## config.mk

```make
export PLATFORM = sky130hd
export DESIGN_NAME = imu_frame_parser
export DESIGN_NICKNAME = d
export VERILOG_FILES = /design/src/rtl/core/imf_pkg.sv /design/src/rtl/core/imf_in_reg.sv /design/src/rtl/core/imf_framer.sv /design/src/rtl/core/imf_scale_out.sv /design/src/rtl/core/imu_frame_parser.sv
export SDC_FILE = /design/constraint.sdc
export NUM_CORES = 1
export LEC_CHECK = 0
export BUFFER_PORTS_ARGS = -buffer_cell sky130_fd_sc_hd__buf_2
export CAP_MARGIN = 10
export CORE_ASPECT_RATIO = 0.7
export CORE_MARGIN = 4
export CORE_UTILIZATION = 56
export DETAILED_ROUTE_END_ITERATION = 6
export PLACE_DENSITY_LB_ADDON = 0.05
export SLEW_MARGIN = 25
export SYNTH_ARGS = -nofsm -noshare
export SYNTH_HDL_FRONTEND = slang
export SYNTH_SLANG_ARGS = --single-unit
```

## constraint.sdc

```tcl
create_clock -name i_clk -period 21.8 [get_ports i_clk]
set_clock_uncertainty 0.1 [all_clocks]
set_input_delay 4.36 -clock i_clk [delete_from_list [all_inputs] [get_ports i_clk]]
set_output_delay 4.36 -clock i_clk [all_outputs]
set_load 0.03 [all_outputs]
```

## src/rtl/core/imf_pkg.sv

```systemverilog
// Shared constants, types and the axis scaling function for the IMU frame parser.
// Used by every module under rtl/core; depends on nothing else.

package imf_pkg;

    // Frame layout
    localparam int FRAME_LEN  = 11;                 // total bytes, header included
    localparam int CNT_W      = $clog2(FRAME_LEN);  // holds 0 .. FRAME_LEN-1
    localparam int KEPT_BYTES = 7;                  // type byte plus three axis pairs
    localparam int KIDX_W     = $clog2(KEPT_BYTES);

    localparam logic [7:0] HDR_BYTE   = 8'h55;
    localparam logic [7:0] TYPE_ACC   = 8'h51;
    localparam logic [7:0] TYPE_RATE  = 8'h52;
    localparam logic [7:0] TYPE_ANGLE = 8'h53;

    // Result fields
    localparam int RAW_W  = 16;
    localparam int VAL_W  = 22;
    localparam int KIND_W = 2;

    localparam logic [KIND_W-1:0] KIND_ACC   = 2'd0;
    localparam logic [KIND_W-1:0] KIND_RATE  = 2'd1;
    localparam logic [KIND_W-1:0] KIND_ANGLE = 2'd2;

    // Stream widths: result tdata is kind, x, y, z packed from bit 0, padded to bytes
    localparam int IN_TDATA_W   = 8;
    localparam int OUT_FIELDS_W = KIND_W + 3 * VAL_W;
    localparam int OUT_TDATA_W  = ((OUT_FIELDS_W + 7) / 8) * 8;
    localparam int OUT_PAD_W    = OUT_TDATA_W - OUT_FIELDS_W;

    // Rate scaling: raw*2000/32768 reduces to raw*125/2048
    localparam int RATE_PROD_W = RAW_W + 8;
    localparam int RATE_SHIFT  = 11;
    localparam logic signed [RATE_PROD_W-1:0] RATE_MUL  = RATE_PROD_W'(125);
    localparam logic signed [RATE_PROD_W-1:0] RATE_BIAS = RATE_PROD_W'((1 << RATE_SHIFT) - 1);

    // Q13 degree scaling: raw*180/32768*8192 = raw*45, exact in VAL_W bits
    localparam logic signed [VAL_W-1:0] ANG_MUL = VAL_W'(45);

    // Decoded frame handed from the framer to the output stage
    typedef struct packed {
        logic [KIND_W-1:0]       kind;
        logic signed [RAW_W-1:0] raw_x;
        logic signed [RAW_W-1:0] raw_y;
        logic signed [RAW_W-1:0] raw_z;
    } t_frame;

    // Scale one raw axis sample; rate values truncate toward zero
    function automatic logic signed [VAL_W-1:0] scale_axis(
        input logic signed [RAW_W-1:0] raw,
        input logic                    rate
    );
        logic signed [RATE_PROD_W-1:0] prod;
        logic signed [RATE_PROD_W-1:0] adj;
        logic signed [VAL_W-1:0]       res;
        prod = RATE_PROD_W'(raw) * RATE_MUL;
        adj  = prod;
        if (prod < 0) begin
            adj = prod + RATE_BIAS;
        end
        if (rate) begin
            res = VAL_W'(adj >>> RATE_SHIFT);
        end else begin
            res = VAL_W'(raw) * ANG_MUL;
        end
        return res;
    endfunction

endpackage

```

## src/rtl/core/imf_in_reg.sv

```systemverilog
// Input register stage: captures one received byte per item from the slave stream.
// Depends on imf_pkg.

module imf_in_reg
    import imf_pkg::*;
(
    input  logic                  i_clk,
    input  logic                  i_rst_n,
    input  logic                  i_vld,
    output logic                  o_rdy,
    input  logic [IN_TDATA_W-1:0] i_byte,
    output logic                  o_vld,
    input  logic                  i_rdy,
    output logic [IN_TDATA_W-1:0] o_byte
);

    logic                  r_vld;
    logic [IN_TDATA_W-1:0] r_byte;

    // Take a new byte whenever the register is empty or drains this cycle
    assign o_rdy  = !r_vld || i_rdy;
    assign o_vld  = r_vld;
    assign o_byte = r_byte;

    always_ff @(posedge i_clk) begin
        if (!i_rst_n) begin
            r_vld <= 1'b0;
        end else if (o_rdy) begin
            r_vld <= i_vld;
        end
    end

    // Hold the byte until the framer consumes it
    always_ff @(posedge i_clk) begin
        if (o_rdy && i_vld) begin
            r_byte <= i_byte;
        end
    end

endmodule

```

## src/rtl/core/imf_framer.sv

```systemverilog
// Frame assembler: header hunt, byte counting, storage of the kept frame bytes and
// type decode. Emits one registered frame per complete frame of a known type.
// Depends on imf_pkg.

module imf_framer
    import imf_pkg::*;
(
    input  logic                  i_clk,
    input  logic                  i_rst_n,
    input  logic                  i_vld,
    output logic                  o_rdy,
    input  logic [IN_TDATA_W-1:0] i_byte,
    output logic                  o_vld,
    input  logic                  i_rdy,
    output t_frame                o_frame
);

    logic [CNT_W-1:0]  r_cnt;
    logic [CNT_W-1:0]  n_cnt;
    logic [7:0]        r_bytes [KEPT_BYTES];
    logic [7:0]        n_bytes [KEPT_BYTES];
    logic [KIDX_W-1:0] wr_idx;
    logic              frame_end;
    logic              type_ok;
    logic              take;
    logic              emit;
    logic              r_frm_vld;
    t_frame            r_frm;
    t_frame            n_frm;

    assign o_rdy   = !r_frm_vld || i_rdy;
    assign take    = i_vld && o_rdy;
    assign emit    = take && frame_end && type_ok;
    assign o_vld   = r_frm_vld;
    assign o_frame = r_frm;
    assign wr_idx  = KIDX_W'(r_cnt - 1'b1);

    // Count bytes and merge the incoming one into the kept frame bytes
    always_comb begin
        n_cnt     = r_cnt;
        n_bytes   = r_bytes;
        frame_end = 1'b0;
        if (r_cnt == '0) begin
            if (i_byte == HDR_BYTE) begin
                n_cnt = CNT_W'(1);
            end
        end else begin
            // bytes past the last axis pair are counted only
            if (r_cnt <= CNT_W'(KEPT_BYTES)) begin
                n_bytes[wr_idx] = i_byte;
            end
            if (r_cnt == CNT_W'(FRAME_LEN - 1)) begin
                n_cnt     = '0;
                frame_end = 1'b1;
            end else begin
                n_cnt = r_cnt + 1'b1;
            end
        end
    end

    // Decode the type byte and pick up the little-endian axis pairs
    always_comb begin
        type_ok    = 1'b1;
        n_frm.kind = KIND_ACC;
        unique case (n_bytes[0])
            TYPE_ACC:   n_frm.kind = KIND_ACC;
            TYPE_RATE:  n_frm.kind = KIND_RATE;
            TYPE_ANGLE: n_frm.kind = KIND_ANGLE;
            default:    type_ok    = 1'b0;
        endcase
        n_frm.raw_x = {n_bytes[2], n_bytes[1]};
        n_frm.raw_y = {n_bytes[4], n_bytes[3]};
        n_frm.raw_z = {n_bytes[6], n_bytes[5]};
    end

    always_ff @(posedge i_clk) begin
        if (!i_rst_n) begin
            r_cnt     <= '0;
            r_frm_vld <= 1'b0;
        end else begin
            if (take) begin
                r_cnt <= n_cnt;
            end
            // drop the held frame once taken, then load a new one
            if (i_rdy) begin
                r_frm_vld <= 1'b0;
            end
            if (emit) begin
                r_frm_vld <= 1'b1;
            end
        end
    end

    always_ff @(posedge i_clk) begin
        if (take) begin
            r_bytes <= n_bytes;
        end
        if (emit) begin
            r_frm <= n_frm;
        end
    end

endmodule

```

## src/rtl/core/imf_scale_out.sv

```systemverilog
// Output stage: scales the three axis samples of a decoded frame and holds the
// packed result on the master stream. Depends on imf_pkg.

module imf_scale_out
    import imf_pkg::*;
(
    input  logic                   i_clk,
    input  logic                   i_rst_n,
    input  logic                   i_vld,
    output logic                   o_rdy,
    input  t_frame                 i_frame,
    output logic                   o_tvalid,
    input  logic                   i_tready,
    output logic [OUT_TDATA_W-1:0] o_tdata
);

    logic                    is_rate;
    logic signed [VAL_W-1:0] x_val;
    logic signed [VAL_W-1:0] y_val;
    logic signed [VAL_W-1:0] z_val;
    logic                    r_vld;
    logic [OUT_TDATA_W-1:0]  r_tdata;

    assign o_rdy    = !r_vld || i_tready;
    assign o_tvalid = r_vld;
    assign o_tdata  = r_tdata;

    // Scale each axis for the frame kind
    assign is_rate = (i_frame.kind == KIND_RATE);
    assign x_val   = scale_axis(i_frame.raw_x, is_rate);
    assign y_val   = scale_axis(i_frame.raw_y, is_rate);
    assign z_val   = scale_axis(i_frame.raw_z, is_rate);

    always_ff @(posedge i_clk) begin
        if (!i_rst_n) begin
            r_vld <= 1'b0;
        end else if (o_rdy) begin
            r_vld <= i_vld;
        end
    end

    // Pack kind, x, y, z from bit 0 up
    always_ff @(posedge i_clk) begin
        if (o_rdy && i_vld) begin
            r_tdata <= {{OUT_PAD_W{1'b0}}, z_val, y_val, x_val, i_frame.kind};
        end
    end

endmodule

```

## src/rtl/core/imu_frame_parser.sv

```systemverilog
// Top level of the IMU serial frame parser: input register, framer, scaling output stage.
// Depends on imf_pkg, imf_in_reg, imf_framer and imf_scale_out.

// Takes one received serial byte per item on the slave stream and accepts a byte
// in every clock cycle as long as the result side keeps up. Bytes are dropped
// until the header 0x55; from there FRAME_LEN bytes form one frame, whose type
// byte selects the kind (0x51, 0x52 angular rate, 0x53 angle). A frame of a
// known type yields one result item with three axis values: whole deg/s
// (raw*2000/32768, truncated toward zero) for angular rate, Q13 degrees
// (raw*45) for the other two kinds. Frames of other types give no result and
// the checksum is not checked. The path is three register stages (input byte,
// decoded frame, scaled result); a frame's result is registered in the last
// of them once its last byte has passed the first two, and stalls on the master side
// back up through the stages one register at a time.

module imu_frame_parser
    import imf_pkg::*;
(
    input  logic                   i_clk,
    input  logic                   i_rst_n,
    input  logic                   s_tvalid,
    output logic                   s_tready,
    input  logic [IN_TDATA_W-1:0]  s_tdata,   // [7:0] rx_byte
    output logic                   m_tvalid,
    input  logic                   m_tready,
    output logic [OUT_TDATA_W-1:0] m_tdata    // [1:0] frame_kind, [23:2] x_value,
                                              // [45:24] y_value, [67:46] z_value
);

    logic                  byte_vld;
    logic                  byte_rdy;
    logic [IN_TDATA_W-1:0] byte_data;
    logic                  frm_vld;
    logic                  frm_rdy;
    t_frame                frm;

    imf_in_reg u_in_reg (
        .i_clk   (i_clk),
        .i_rst_n (i_rst_n),
        .i_vld   (s_tvalid),
        .o_rdy   (s_tready),
        .i_byte  (s_tdata),
        .o_vld   (byte_vld),
        .i_rdy   (byte_rdy),
        .o_byte  (byte_data)
    );

    imf_framer u_framer (
        .i_clk   (i_clk),
        .i_rst_n (i_rst_n),
        .i_vld   (byte_vld),
        .o_rdy   (byte_rdy),
        .i_byte  (byte_data),
        .o_vld   (frm_vld),
        .i_rdy   (frm_rdy),
        .o_frame (frm)
    );

    imf_scale_out u_scale_out (
        .i_clk    (i_clk),
        .i_rst_n  (i_rst_n),
        .i_vld    (frm_vld),
        .o_rdy    (frm_rdy),
        .i_frame  (frm),
        .o_tvalid (m_tvalid),
        .i_tready (m_tready),
        .o_tdata  (m_tdata)
    );

endmodule

```

* Word-level counts from Yosys, hierarchy flattened
Cells that the tools add are included.
Storage, ports and cells: output and inout port bits 74, input port bits 12, bits in registers 189, logic and storage cells 78
Operators by class: $add $sub $neg 5, multiply operators 6, magnitude comparators 6, reduce and logical (&&, ||, !) cells 16, multiplexer cells 20, bitwise logic cells 1, equal/unequal tests 7
Operators by type and width (number):
- 56-bit 2-to-1 mux | 2
- 24-bit by 12-bit adder with 24-bit output (second input constant) | 3
- 24-bit by 1-bit less-than comparator with 1-bit output (second input constant) | 3
- 16-bit by 8-bit multiplier with 24-bit output (second input constant) | 3
- 24-bit 2-to-1 mux | 3
- 16-bit by 7-bit multiplier with 22-bit output (second input constant) | 3
- 22-bit 2-to-1 mux | 3
- 56-bit bitwise mux | 1
- 8-bit by 7-bit equality test with 1-bit output (second input constant) | 4
- 8-bit demux with 3-bit select | 1
- 4-bit 2-to-1 mux | 3
- 8-bit 2-to-1 mux | 1
- 1-bit logical AND | 6
- 1-bit 2-to-1 mux | 5
- 4-bit by 1-bit adder with 4-bit output (second input constant) | 1
- 4-bit equality test (second input constant) | 1
- 4-bit greater-or-equal comparator (second input constant) | 1
- 4-bit by 3-bit less-or-equal comparator with 1-bit output (second input constant) | 1
- 4-bit logical NOT | 1
- 4-bit by 1-bit less-than comparator with 1-bit output (second input constant) | 1
- 3-bit inverter with 4-bit output | 1
- 2-bit one-hot mux with 2 select lines | 1
- 1-bit logical NOT | 3
- 1-bit logical OR | 3
- 6 further kinds | 6

* Longest topological paths before layout
depth in word-level cells 14, depth in mapped cells 21, depth with buffers taken out 19

* Cells and area by module
From an unflattened synthesis, not the netlist that was laid out.
Second synthesis, totals: cell total of the unflattened synthesis 2278, area total of the unflattened synthesis 23135.9 um^2
Modules (own cells, without submodules):
- imf_scale_out | area an instance 18422.7 um^2, cells each 2032, sequential area each 2062.0 um^2, times used 1
- imf_framer | area an instance 4415.5 um^2, cells each 233, sequential area each 3283.1 um^2, times used 1
- imf_in_reg | area an instance 297.8 um^2, cells each 13, sequential area each 260.2 um^2, times used 1

* Least setup slack after synthesis
Ideal clock, no wire load.
path kind input to register, from input port m_tready, to register u_framer.r_frm (netlist bit u_framer.o_frame[0]) (enable), path slack 10.923 ns, arrival time 10.161 ns, path buffers 0, stages on the path 4, cell sequence nor2b_1 > nand2_1 > nand2_1 > a2111oi_1
Between the ends: longest elaborated chain between the ends 5
RTL lines:
- from (decl) | RTL line imu_frame_parser.sv:25 | input logic m_tready,
- 1-bit logical OR | RTL line imf_scale_out.sv:24 | assign o_rdy = !r_vld || i_tready;
- 1-bit logical OR | RTL line imf_framer.sv:31 | assign o_rdy = !r_frm_vld || i_rdy;
- 1-bit logical AND | RTL line imf_framer.sv:32 | assign take = i_vld && o_rdy;
- 1-bit logical AND (2 in series) | RTL line imf_framer.sv:33 | assign emit = take && frame_end && type_ok;
- via u_framer.emit | RTL line imf_framer.sv:26 | logic emit;
- to (signal assigned) | RTL line imf_framer.sv:99 | r_frm <= n_frm;
- to (decl) | RTL line imf_framer.sv:28 | t_frame r_frm;
The timed path passes the listed nets, and every way through them passes these cells. A chain may end at the register's enable or synchronous reset.

* Worst setup path after layout
from input port m_tready, to output port s_tready
Between the ends: longest elaborated chain between the ends 3
RTL lines:
- 1-bit logical OR | RTL line imf_scale_out.sv:24
- 1-bit logical OR | RTL line imf_framer.sv:31
- 1-bit logical OR | RTL line imf_in_reg.sv:21 | assign o_rdy = !r_vld || i_rdy;
- to (decl) | RTL line imu_frame_parser.sv:22 | output logic s_tready,
Every way passes these cells.

==> impl_metrics.env <==
export IMPL_postRouteAntennaNets=0
export IMPL_synthArstFlopShare=0
export IMPL_clock_sinks=189
export IMPL_yosys_warnings=0
export IMPL_gr_total_overflow=0
export IMPL_antenna_found_initial=0
export IMPL_regArea_mm2=0.00561
export IMPL_r2r_end="u_scale_out.o_tdata[67]"
export IMPL_ctsResizeCount=0
export IMPL_cts_tree="built"
export IMPL_via_per_inst=5.58
export IMPL_synth_compound_area_frac=0.119
export IMPL_tightest_slew_ns=0.905
export IMPL_path_delay_family="simple AND/OR/NAND/NOR gates"
export IMPL_pin_count=86
export IMPL_hold_path_class="flop to flop"
export IMPL_max_vdd_ir_drop_mv=0.0676
export IMPL_track_usage=0.238
export IMPL_netlist_instances=2324
export IMPL_finalSetupViolCount=0
export IMPL_grt_max_degree=43
export IMPL_synth_seq_cells=189
export IMPL_path_clk_slew_ns=0.08
export IMPL_whs_ns=0.430
export IMPL_drc=0
export IMPL_critPathSlowestCell="nor2b_1"
export IMPL_rsz0062_at_grt="no"
export IMPL_synthSimpleGateAreaFrac=0.0878
export IMPL_synth_seq_area_share=0.240
export IMPL_yosysTopAreaCell="edfxtp_1"
export IMPL_maxSlewHeadroom=0.393
export IMPL_post_cts_setup_buffer_count=0
export IMPL_synth_edf_count=182
export IMPL_cp_num_buf_inv=2
export IMPL_timing_fmax_mhz=103
export IMPL_outcome="finished, final reports clean"
export IMPL_avgSynthCellArea_um2=10.0
export IMPL_synthToLayoutAreaGrowth_pct=6.95
export IMPL_max_clock_path_buffers=2
export IMPL_dp_worst_setup_slack_ns=12.11
export IMPL_cpPeakStageDelay_ns=0.39
export IMPL_multi_input_area_mm2=0.0156
export IMPL_yosys_top_cells_area="edfxtp_1 (23%), fa_1 (22%), ha_1 (16%)"
export IMPL_fill_cells=3525
export IMPL_root_buffer="clkbuf_16"
export IMPL_wl_per_cell_um=17.6
export IMPL_die_area_mm2=0.0451
export IMPL_cp_max_fo=6
export IMPL_cp_depth=4
export IMPL_die_width_um=252
export IMPL_io_buffers=81
export IMPL_final_nets=2962
export IMPL_worst_r2r_path_depth=18
export IMPL_crit_chain="buf_2 > nor2b_1 > nand3_1 > buf_2"
export IMPL_place_gp_congestion=0.930
export IMPL_yosysMostFrequentCell="inv_1"
export IMPL_drive_gt1_frac=0.0901
export IMPL_hold_viol=0
export IMPL_synth_mux_area_frac=0.0291
export IMPL_die_h_um=179
export IMPL_cts_buffers=17
export IMPL_timing_final_ws_setup_ns=12.11
export IMPL_fin_util=0.607
export IMPL_cts_max_level=4
export IMPL_cp_endpoint="s_tready"
export IMPL_cp_common_cell="buf_2"
export IMPL_rows=62
export IMPL_syn_area_mm2=0.0233
export IMPL_finalCritPeriodShare=0.444
export IMPL_worstPathArrival_ns=5.23
export IMPL_period_minus_slack_ns=9.69
export IMPL_dr_first_iter_drc_count=1020
export IMPL_startpoint="m_tready"
export IMPL_post_synth_num_cell_types=87
export IMPL_synth_top_family_by_area="adder cells"
export IMPL_setup_tns_final_ns=0
export IMPL_dr_pass1_iters=7
export IMPL_crit_required_ns=17.34
export IMPL_synthFlopType="edfxtp_1"
export IMPL_core_mm2=0.0411
export IMPL_synthXorXnorAreaFrac=0.0514
export IMPL_insertion_delay_ns=0.45
export IMPL_dpl_hpwl_um=42200
export IMPL_synthAdderAreaFrac=0.379
export IMPL_grt_pass1_wl_um=85400
export IMPL_drv_cap=0
export IMPL_total_power_uw=736
export IMPL_wirelength_um=51900
export IMPL_rrSetupSlack_ns=14.85
export IMPL_crit_type="input pin to primary output"
export IMPL_first_global_vias=16400
export IMPL_vias=16500
export IMPL_synth_top_area_frac=0.234
export IMPL_initial_utilization=0.568
export IMPL_report_final_slew_viol_count=0
export IMPL_start_kind="input pin"
export IMPL_power_leakage_uw=0.0120
export IMPL_crit_path_end_kind="primary output"
export IMPL_reg2reg_from="u_framer.o_frame[5]"
export IMPL_ctsHoldBuffers=0
export IMPL_synthTopCellsByCount="inv_1 (528), ha_1 (300), fa_1 (254)"
export IMPL_cellPowerDensity_mw_per_mm2=29.5
[stage by stage]
| stage | cells | area (um^2) |
|---|---|---|
| after floorplan | 2327 | 23400 |
| after global placement | 2920 | 24300 |
| after detailed placement | 2920 | 24300 |
| after CTS | 2952 | 24900 |
| after global routing | 2953 | 25000 |
| final | 2954 | 25000 |
[layout make-up]
class                      instances  share of cell area
clock buffer                      17              0.0170
inverter                         528              0.0794
clock inverter                    15             0.00697
tap                              544              0.0273
antenna                            1            0.000100
sequential                       189               0.225
timing repair buffer              92              0.0200
multi-input combinational       1568               0.625
[cells by family (layout without fill, tap and decap cells)]
logic type,count (synthesis),in the layout
other,1,5
buffers and inverters,570,652
muxes,61,61
AOI/OAI and AO/OA,414,414
adders and majority gates,554,554
DFF,189,189
and+or+nand+nor,398,398
xor gates and xnor gates,137,137
[registers in the layout, indices dropped and copies added (netlist names)]
signal,flops
u_scale_out.o_tdata,68
u_framer.r_bytes,56
u_framer.o_frame,50
u_in_reg.o_byte,8
u_framer.r_cnt,4
u_framer.o_vld,1
u_in_reg.o_vld,1
u_scale_out.o_tvalid,1
[layout by cell type (no fill, tap or decap), types with 8 or more instances in the layout]
master / synthesis / layout
inv_1: 528 / 527
nor3b_1: 9 / 9
or2_2: 10 / 10
o211ai_1: 12 / 12
nand2b_1: 9 / 8
xnor2_1: 78 / 78
nand3_1: 31 / 31
and3_1: 22 / 22
o21a_1: 12 / 12
mux2_2: 55 / 55
fa_1: 254 / 254
a21o_1: 82 / 82
nor2b_1: 13 / 11
buf_4: 4 / 10
or3_1: 14 / 14
o21bai_1: 14 / 14
clkbuf_16: 0 / 17
a21oi_1: 97 / 97
and2_1: 10 / 10
buf_2: 11 / 81
edfxtp_1: 182 / 182
xor2_1: 59 / 59
nor4_1: 13 / 13
a31oi_1: 12 / 12
ha_1: 300 / 300
nand4_1: 19 / 19
nor2_1: 96 / 96
o21ai_0: 79 / 79
a211oi_1: 23 / 23
nand2_1: 93 / 93
nor3_1: 28 / 28
[per-layer routing]
layer	routed length, um	vias up	global-route usage
met1	27700	8128	0.389
met4	443	0	0.0400
met3	3000	30	0.0392
li1	-	7943	-
met2	20800	382	0.335
met5	0	-	0
[report_power, final]
group	total [uW]	switching, uW	internal (uW)
Clock	327	162	164
Combinational	7.70	5.17	2.52
Sequential	402	4.61	397
[worst min path at each step]
stage	from	depth (start not counted)	slack (ns)	end
3_3_place_gp	u_framer.o_frame[49]	0	0.41	u_scale_out.o_tdata[1]
2_1_floorplan	u_framer.o_frame[49]	0	0.34	u_scale_out.o_tdata[1]
5_1_grt	u_framer.o_frame[49]	0	0.45	u_scale_out.o_tdata[1]
6_report	u_framer.o_frame[49]	0	0.43	u_scale_out.o_tdata[1]
3_5_place_dp	u_framer.o_frame[49]	0	0.41	u_scale_out.o_tdata[1]
4_1_cts	u_framer.o_frame[49]	0	0.43	u_scale_out.o_tdata[1]
(Power assumes the default switching activity.)
